## src/hdl/mavg_pkg.sv

```systemverilog
`timescale 1ns / 1ps
// mavg_pkg: shared types and constants for the moving average core
// no dependencies

package mavg_pkg;

    localparam int SAMPLE_W = 16;

    typedef enum logic [1:0] {
        DIV_IDLE,
        DIV_RUN,
        DIV_DONE
    } t_div_state;

    typedef struct packed {
        logic start;
        logic take;
    } t_div_ctl;

    typedef struct packed {
        logic busy;
        logic done;
    } t_div_stat;

endpackage

```

## src/hdl/moving_average_warmup_core.sv

```systemverilog
`timescale 1ns / 1ps
// moving_average_warmup_core: sliding-window mean of signed 16-bit samples
// depends on mavg_pkg, mavg_cell, mavg_div
//
// Each sample transfer shifts the sample into a chain of WINDOW_SIZE cells and
// updates a running sum (oldest sample out, new one in); the result is the sum
// divided by the number of samples held so far, truncated toward zero, so the
// first WINDOW_SIZE results average only the samples seen. The result comes
// from the bit-serial divider, with SUM_W = 16 + clog2(WINDOW_SIZE); no sample
// is taken while the divider is busy. The next sample is taken as soon as the
// divider has handed its result to the output register.

module moving_average_warmup_core #(
    parameter int WINDOW_SIZE = 16
) (
    input  logic                                 i_clk,
    input  logic                                 i_rst_n,
    input  logic                                 i_valid,
    output logic                                 o_stall,
    input  logic signed [mavg_pkg::SAMPLE_W-1:0] i_sample,
    output logic                                 o_valid,
    input  logic                                 i_stall,
    output logic signed [mavg_pkg::SAMPLE_W-1:0] o_average
);
    import mavg_pkg::*;

    localparam int SUM_W = SAMPLE_W + $clog2(WINDOW_SIZE);
    localparam int CNT_W = $clog2(WINDOW_SIZE + 1);

    logic signed [SAMPLE_W-1:0] w_tap [0:WINDOW_SIZE];
    logic signed [SUM_W-1:0]    r_sum;
    logic signed [SUM_W-1:0]    n_sum;
    logic [CNT_W-1:0]           r_fill;
    logic [CNT_W-1:0]           n_fill;
    logic                       w_accept;
    t_div_ctl                   w_ctl;
    t_div_stat                  w_stat;
    logic signed [SAMPLE_W-1:0] w_quotient;
    logic                       r_out_valid;
    logic signed [SAMPLE_W-1:0] r_average;

    assign w_tap[0] = i_sample;

    for (genvar k = 0; k < WINDOW_SIZE; k++) begin : g_cell
        mavg_cell u_cell (
            .i_clk   (i_clk),
            .i_rst_n (i_rst_n),
            .i_shift (w_accept),
            .i_d     (w_tap[k]),
            .o_q     (w_tap[k+1])
        );
    end

    assign o_stall  = w_stat.busy;
    assign w_accept = i_valid & ~w_stat.busy;

    assign n_sum  = r_sum - SUM_W'(w_tap[WINDOW_SIZE]) + SUM_W'(i_sample);
    assign n_fill = (r_fill == CNT_W'(WINDOW_SIZE)) ? r_fill : r_fill + 1'b1;

    always_ff @(posedge i_clk) begin
        if (!i_rst_n) begin
            r_sum  <= '0;
            r_fill <= '0;
        end else if (w_accept) begin
            r_sum  <= n_sum;
            r_fill <= n_fill;
        end
    end

    assign w_ctl.start = w_accept;
    assign w_ctl.take  = ~r_out_valid | ~i_stall;

    mavg_div #(
        .SUM_W (SUM_W),
        .CNT_W (CNT_W)
    ) u_div (
        .i_clk      (i_clk),
        .i_rst_n    (i_rst_n),
        .i_ctl      (w_ctl),
        .i_dividend (n_sum),
        .i_divisor  (n_fill),
        .o_stat     (w_stat),
        .o_quotient (w_quotient)
    );

    // output register parts the divider from the downstream stall
    always_ff @(posedge i_clk) begin
        if (!i_rst_n) begin
            r_out_valid <= 1'b0;
        end else if (w_stat.done && w_ctl.take) begin
            r_out_valid <= 1'b1;
        end else if (!i_stall) begin
            r_out_valid <= 1'b0;
        end
    end

    always_ff @(posedge i_clk) begin
        if (w_stat.done && w_ctl.take) begin
            r_average <= w_quotient;
        end
    end

    assign o_valid   = r_out_valid;
    assign o_average = r_average;

endmodule

```

## src/hdl/mavg_cell.sv

```systemverilog
`timescale 1ns / 1ps
// mavg_cell: one stage of the sample window shift chain
// depends on mavg_pkg

module mavg_cell (
    input  logic                                 i_clk,
    input  logic                                 i_rst_n,
    input  logic                                 i_shift,
    input  logic signed [mavg_pkg::SAMPLE_W-1:0] i_d,
    output logic signed [mavg_pkg::SAMPLE_W-1:0] o_q
);
    import mavg_pkg::*;

    logic signed [SAMPLE_W-1:0] r_q;

    always_ff @(posedge i_clk) begin
        if (!i_rst_n) begin
            r_q <= '0;
        end else if (i_shift) begin
            r_q <= i_d;
        end
    end

    assign o_q = r_q;

endmodule

```

## src/hdl/mavg_div.sv

```systemverilog
`timescale 1ns / 1ps
// mavg_div: bit-serial signed divider, one quotient bit per cycle
// depends on mavg_pkg

module mavg_div #(
    parameter int SUM_W = 20,
    parameter int CNT_W = 5
) (
    input  logic                                 i_clk,
    input  logic                                 i_rst_n,
    input  mavg_pkg::t_div_ctl                   i_ctl,
    input  logic signed [SUM_W-1:0]              i_dividend,
    input  logic        [CNT_W-1:0]              i_divisor,
    output mavg_pkg::t_div_stat                  o_stat,
    output logic signed [mavg_pkg::SAMPLE_W-1:0] o_quotient
);
    import mavg_pkg::*;

    localparam int STEP_W = $clog2(SUM_W);

    t_div_state          r_state;
    t_div_state          n_state;
    logic                r_neg;
    logic [SUM_W-1:0]    r_quo;
    logic [CNT_W-1:0]    r_rem;
    logic [CNT_W-1:0]    r_div;
    logic [STEP_W-1:0]   r_step;
    logic [SUM_W-1:0]    w_mag;
    logic [CNT_W:0]      w_trial;
    logic [CNT_W:0]      w_diff;
    logic                w_ge;
    logic [SUM_W-1:0]    w_res;

    always_ff @(posedge i_clk) begin
        if (!i_rst_n) begin
            r_state <= DIV_IDLE;
        end else begin
            r_state <= n_state;
        end
    end

    always_comb begin
        n_state = r_state;
        o_stat  = '0;
        unique case (r_state)
            DIV_IDLE: begin
                if (i_ctl.start) begin
                    n_state = DIV_RUN;
                end
            end
            DIV_RUN: begin
                o_stat.busy = 1'b1;
                if (r_step == '0) begin
                    n_state = DIV_DONE;
                end
            end
            DIV_DONE: begin
                o_stat.busy = 1'b1;
                o_stat.done = 1'b1;
                if (i_ctl.take) begin
                    n_state = DIV_IDLE;
                end
            end
            default: n_state = DIV_IDLE;
        endcase
    end

    assign w_mag   = i_dividend[SUM_W-1] ? SUM_W'(-i_dividend) : SUM_W'(i_dividend);
    assign w_trial = {r_rem, r_quo[SUM_W-1]};
    assign w_ge    = w_trial >= {1'b0, r_div};
    assign w_diff  = w_trial - {1'b0, r_div};

    always_ff @(posedge i_clk) begin
        if (r_state == DIV_IDLE && i_ctl.start) begin
            r_neg  <= i_dividend[SUM_W-1];
            r_quo  <= w_mag;
            r_rem  <= '0;
            r_div  <= i_divisor;
            r_step <= STEP_W'(SUM_W - 1);
        end else if (r_state == DIV_RUN) begin
            r_rem  <= w_ge ? w_diff[CNT_W-1:0] : w_trial[CNT_W-1:0];
            r_quo  <= {r_quo[SUM_W-2:0], w_ge};
            r_step <= r_step - 1'b1;
        end
    end

    // magnitude of the mean never exceeds 2^15, so the low bits carry it
    assign w_res      = r_neg ? SUM_W'(-r_quo) : r_quo;
    assign o_quotient = w_res[SAMPLE_W-1:0];

endmodule
```

## config.mk

```make
export PLATFORM = sky130hd
export DESIGN_NAME = moving_average_warmup_core
export DESIGN_NICKNAME = d
export VERILOG_FILES = /design/src/hdl/mavg_pkg.sv /design/src/hdl/moving_average_warmup_core.sv /design/src/hdl/mavg_cell.sv /design/src/hdl/mavg_div.sv
export SDC_FILE = /design/constraint.sdc
export NUM_CORES = 1
export LEC_CHECK = 0
export ABC_AREA = 1
export BUFFER_PORTS_ARGS = -buffer_cell sky130_fd_sc_hd__buf_4
export CAP_MARGIN = 25
export CORE_UTILIZATION = 55
export DETAILED_ROUTE_END_ITERATION = 12
export PLACE_DENSITY = 0.69
export SLEW_MARGIN = 0
export SYNTH_ARGS = -nofsm -noshare
export SYNTH_HDL_FRONTEND = slang
export SYNTH_SLANG_ARGS = --single-unit
```

## constraint.sdc

```tcl
create_clock -name i_clk -period 3.4 [get_ports i_clk]
set_input_delay 0.51 -clock i_clk [delete_from_list [all_inputs] [get_ports i_clk]]
set_output_delay 0.51 -clock i_clk [all_outputs]
set_load 0.03 [all_outputs]
```

; ---- After elaboration in Yosys (flattened, before gate mapping)
; Cells that the tools add are included.
; Widths: inputs -> output; s select.
[word_totals]
reg_bits = 336
latch_bits = 0
ramBits = 0
mem_bits_ro = 0
input_bits = 20
out_inout_bits = 18
word_cells = 67
memories = 0
[classes]
n_addsub = 7
mul = 0
div = 0
n_lt_le_gt_ge = 1
n_eq_ne = 7
n_shift = 0
n_mux = 14
bitwise = 5
reduce_logical = 7
[ops]
columns = cell, n
row1 = $mux 20, 3
row2 = $add 20x16->20, 1
row3 = $neg 20->20, 1
row4 = $sub 20x16->20, 1
row5 = $mux 16, 1
row6 = $neg 16->16, 1
row7 = $mux 5, 2
row8 = $ge 6x5->1, 1
row9 = $mux 2, 3
row10 = $pmux 2 s3, 1
row11 = $add 5x1->5 const B, 1
row12 = $eq 5x5->1 const B, 1
row13 = $logic_not 5->1, 1
row14 = $sub 5x1->5 const B, 1
row15 = $sub 5x5->5, 1
row16 = $mux 1, 4
row17 = $ne 2x1->1 const B, 2
row18 = $ne 2x2->1 const B, 2
row19 = $not 1->1, 3
row20 = $reduce_and 3->1, 1
row21 = $eq 2x1->1 const B, 1
row22 = $eq 2x2->1 const B, 1
row23 = $logic_and 1x1->1, 2
row24 = $logic_not 2->1, 1
row25 = other kinds (4), 4

; ---- Longest topological paths before layout
[depth]
word_depth = 7
ltp_mapped = 21
depth_no_buf = 21

; ---- Cells and area by module
; From an unflattened synthesis, not the netlist that was laid out.
[hier_totals]
cells_unflattened = 2462
area_unflattened_um2 = 16938.7
[by_module_without_submodules]
columns = module, instances, cells_each, area_per_inst_um2, seq_area_each_um2
row1 = mavg_cell, 16, 101, 674.4, 320.3
row2 = moving_average_warmup_core, 1, 481, 3438.3, 1001.0
row3 = mavg_div, 1, 365, 2710.1, 1021.0

; ---- Least setup slack after synthesis
; No wires, ideal clock.
[synth_timing]
path_kind = input port to flip-flop
start = in i_sample[1] in the netlist's numbering
end = reg u_div.r_quo[18] (data pin)
t_arrival_ps = 2847
required_time_ps = 3147
path_slack_ps = 300
stages = 19
n_path_buf = 0
path_cell_list = inv_1 fa_1 inv_1 fa_1 inv_1 ha_1 inv_1 nor2_1 nand3_1 nor2_1 nand2_2 nor2_2 nand2_2 nor2_2 nand3_2 nand2_1 nand2_1 nand3_1 nand2_1
[synth_between]
elab_chain_len = 4
[synth_lines]
columns = item, line
row1 = from (decl), moving_average_warmup_core.sv:20  ; input logic signed [mavg_pkg::SAMPLE_W-1:0] i_sample,
row2 = $add 20x16->20, moving_average_warmup_core.sv:57  ; assign n_sum = r_sum - SUM_W'(w_tap[WINDOW_SIZE]) + SUM_W'(i_sample);
row3 = via n_sum[1], moving_average_warmup_core.sv:32  ; logic signed [SUM_W-1:0] n_sum;
row4 = $neg 20->20, mavg_div.sv:68  ; assign w_mag = i_dividend[SUM_W-1] ? SUM_W'(-i_dividend) : SUM_W'(i_dividend);
row5 = $mux 20, mavg_div.sv:68
row6 = $mux 20, mavg_div.sv:74  ; if (r_state == DIV_IDLE && i_ctl.start) begin
row7 = to (signal assigned), mavg_div.sv:76  ; r_quo <= w_mag;
row8 = to (signal assigned), mavg_div.sv:82  ; r_quo <= {r_quo[SUM_W-2:0], w_ge};
row9 = to (decl), mavg_div.sv:24  ; logic [SUM_W-1:0] r_quo;
; The timed path passes the listed nets, and every way through them passes these cells.
; A chain may end at the register's enable or synchronous reset.

; ---- Final worst setup path
[layout_timing]
start = reg r_sum[13]
end = reg u_div.r_quo[16] (data pin)
[layout_between]
elab_chain_len = 5
[layout_lines]
columns = item, line
row1 = from (decl), moving_average_warmup_core.sv:31  ; logic signed [SUM_W-1:0] r_sum;
row2 = from (signal assigned), moving_average_warmup_core.sv:65  ; r_sum <= n_sum;
row3 = $sub 20x16->20 (*), moving_average_warmup_core.sv:57
row4 = $add 20x16->20 (*), moving_average_warmup_core.sv:57
row5 = $neg 20->20, mavg_div.sv:68
row6 = $mux 20 (*), mavg_div.sv:68
row7 = $mux 20 (*), mavg_div.sv:74
; Mark *: on every way between the ends. The rest lies on a longest branch, timed or not.

==> results.md <==
- Insertion delay of the later-clocked pin in the worst-skew pair: ~0.52 ns
- Largest net degree at the start of global routing: roughly 290
- Full die area: ~27000 µm²
- Post-CTS repair timing setup buffer count: 0
- Post-cts sizing count: 0
- Overall fraction of global-route tracks in use: 0.223
- Cell accounting for the most synthesized area: dfxtp_1
- PnR worst setup slack: around 0.32 ns
- Grt total ovfl: 0
- Placed standard-cell area: between 15000 and 20000 µm²
- Final setup violation count: 0
- Number of warning messages in the yosys log: 0
- Setup repair after global routing missed its margin: no
- Number of global-route vias before repair: 10.8k
- Total area of sequential cells: just over 7000 µm²
- Shortest clock period the worst path allows after layout: roughly 3.1 ns
- Filler Cells Inserted: ~2.3k
- Fraction of layout cells with a size suffix above 1: 0.0810
- Clk_skew: roughly 0.025 ns
- Path type of the worst setup path: reg2reg
- Required @ worst endpoint: around 3.7 ns
- Buffers on Ports: 37
- Placed wire-length estimate after detailed placement: 18600 µm
- Residual DRC: 8
- Most frequent cells in the layout: nor2_1 (525), o21ai_0 (296), dfxtp_1 (294)
- Worst slew slack as a fraction of its limit: 0.159
- Via count: ~12k
- Flip-flop and latch count after synthesis: ~340
- Post-Place Setup Slack: -0.00567 ns
- Hold slack final: around 0.28 ns
- F_max: ~330 MHz
- Length of the first detailed-routing pass in iterations: 9
- Total area of multi-input combinational cells: 6400 µm²
- Clk network pwr share: 0.206
- Hold WC Path Type: in2reg
- Switching power summed over all nets: just over 8 mW
- Vertical die dimension: 165 µm
- Failing checks: DRC
- Status: finished with violations
- Internal cell power: between 10 and 15 mW
- Register share of total power: 0.329
- Gate count after technology mapping: a little under 2k
- Number of library cell types mapped by synthesis: 35
- Slew at the pin closest to its max-slew limit: 1.26 ns
- Count of hold-fix buffers inserted at cts: 0
- Violation count after the first detailed-routing iteration: just over 800
- Leading post-synthesis cells by cell area: dfxtp_1 (40%), nor2_1 (13%), o21ai_0 (10%)
- Final antenna-violating net count: 0
- Core ar.: 26100 µm²
- Synth Area per Inst: about 7.6 µm²
- Layout-stage area growth over the synthesis result: 12.0%
- Static power due to leakage: 7.70 nW
- Total of max-cap violations: 0
- Total count of max-transition violations in the final report: 0
- Final hold violation count: 0
- Final layout net count: approximately 2k
- H-Tree Depth: 2
- RePlAce Congestion: around 0.92
- Number of antenna violations at the first check in global routing: 0
- Worst Setup End Kind: flop
- IR Drop Worst-Case VDD: 0.522 mV
- Clock root buffer: clkbuf_16
- Antenna Diode Count: 0
- Number of clock buffers inserted by TritonCTS: 36
- Switching power as a share of total power: 0.422
- Post-Route WL: about 30000 µm
- Post-route cell area: ~16000 µm²
- Initial core utilization: 0.562
- CTS max path bufs: 3
- Leading cell type in the layout, fill and taps excluded: nor2_1
- Clock tree from TritonCTS: built
- Total power consumption of the routed design: ~19 mW
- Logic gate share of total power: 0.465
- First-pass GRT wire length: roughly 50000 µm
- Net count of the mapped netlist: between 2k and 2.5k
- Routed len/inst: 12.9 µm
- Die width: 165 µm
- CTS clock-pin slew for the worst setup and hold paths: around 0.06 ns
- Sort of element at the start of the critical path: flop
- Critical Path AT: 3.33 ns
- Sequential cell area fraction in the yosys report: 0.486
- Total power per unit cell area: ~1200 nW/µm²
- Worst-case register-to-register setup slack: 0.32 ns
- Number of standard-cell rows in the floorplan: between 50 and 60
- Detail-routed via count per cell: approximately 5.0
- Synth top area share: 0.401
- Cell area after synthesis: between 10000 and 15000 µm²
- Top-level port count: 38
- Tcrit/Tclk final: 0.905
- Clock sink count: 336
- Critical-path maximum fanout: 5
## cells in the mapped netlist
library cell / instances
o21ai_0: 296
nor3_1: 11
nor3b_1: 1
nand3b_1: 5
xnor2_1: 6
clkbuf_1: 95
nand2_4: 1
buf_6: 1
ha_1: 34
nand3_2: 5
a31oi_1: 2
nor2_4: 1
nor2_2: 11
buf_8: 1
o22ai_1: 6
nor2_1: 526
and2_1: 4
o31ai_1: 4
o21ai_1: 8
edfxtp_1: 42
nand2_1: 195
dfxtp_1: 294
a211oi_1: 1
a21oi_1: 67
o211ai_1: 5
nand3_1: 48
inv_1: 195
xor2_1: 22
buf_2: 2
nand4_1: 6
clkinv_1: 1
fa_1: 20
nand2_2: 14
nor4_1: 1
inv_2: 6
## power by group through the flow
| stage | Clock, mW | Sequential (mW) | Combinational [mW] |
|---|---|---|---|
| 2_1_floorplan | 0 | 6.39 | 6.68 |
| 3_3_place_gp | 0 | 6.42 | 8.90 |
| 3_5_place_dp | 0 | 6.45 | 9.00 |
| 4_1_cts | 4.09 | 6.39 | 9.08 |
| 5_1_grt | 4.26 | 6.58 | 10.3 |
| 6_report | 4.00 | 6.40 | 9.02 |
## path summary, 6_finish.rpt
| path | cells after the start | endpoint | from |
|---|---|---|---|
| hold / removal | 3 | g_cell[0].u_cell.o_q[14] | i_sample[14] |
| hold reg to reg | 2 | g_cell[6].u_cell.o_q[4] | g_cell[5].u_cell.o_q[4] |
| setup reg to reg | 18 | u_div.r_quo[16] | r_sum[13] |
| setup / recovery | 18 | u_div.r_quo[16] | r_sum[13] |
## state kept, by name (all words and copies together) (netlist names)
| register | count |
|---|---|
| u_div.r_neg | 1 |
| o_average | 16 |
| u_div.r_state | 2 |
| u_div.r_rem | 5 |
| g_cell.u_cell.o_q | 256 |
| u_div.r_div | 5 |
| o_valid | 1 |
| r_sum | 20 |
| u_div.r_step | 5 |
| u_div.r_quo | 20 |
| r_fill | 5 |
## layout make-up
| class | instances | share of cell area |
|---|---|---|
| multi-input cells | 1300 | 0.389 |
| clock buffers | 47 | 0.0616 |
| repair buffers | 60 | 0.0299 |
| inverters | 202 | 0.0465 |
| clock inverters | 19 | 0.0136 |
| well taps | 335 | 0.0255 |
| flip-flops and latches | 336 | 0.434 |
## stage by stage
step           cells   util  setup TNS (ns)
6_report        2299  0.630               0
5_1_grt         2299  0.630               0
4_1_cts         2299  0.630               0
3_5_place_dp    2233  0.583        -0.00567
3_3_place_gp    2233  0.583               0
2_1_floorplan   1937      -               0
## metal layers
metal	routed length, µm	part of all wire	vias to the layer above	track usage
met5	0	0	-	0
met1	14600	0.49	5221	0.303
met2	13400	0.45	179	0.364
met3	1070	0.036	48	0.0362
met4	603	0.020	0	0.0628
li1	-	-	6145	-
## worst max-delay path: stages, from the launching register on
cell     delay [ns]
dfxtp_1        0.30
inv_1          0.06
fa_1           0.50
inv_1          0.04
ha_1           0.37
nand2_1        0.16
nor2_1         0.28
and2_1         0.17
nand2_1        0.09
nand2_1        0.07
nand2_1        0.05
nand2_1        0.13
inv_1          0.11
nor2_2         0.13
nand3_1        0.11
nand2_1        0.07
nand2_1        0.05
nand3_1        0.06
o21ai_1        0.07
## cell families (layout without fill, tap and decap cells)
family                   count (synthesis)  after routing  share of synthesized area
XOR/XNOR                                28             28                     0.0167
adder cells (fa/ha/maj)                 54             54                     0.0562
buffers and inverters                  301            328                     0.0783
flip-flops                             336            336                      0.486
AND/OR/NAND/NOR                        829            829                      0.228
AO/OA/AOI/OAI                          389            389                      0.135
Power figures use the tool's default switching activity.
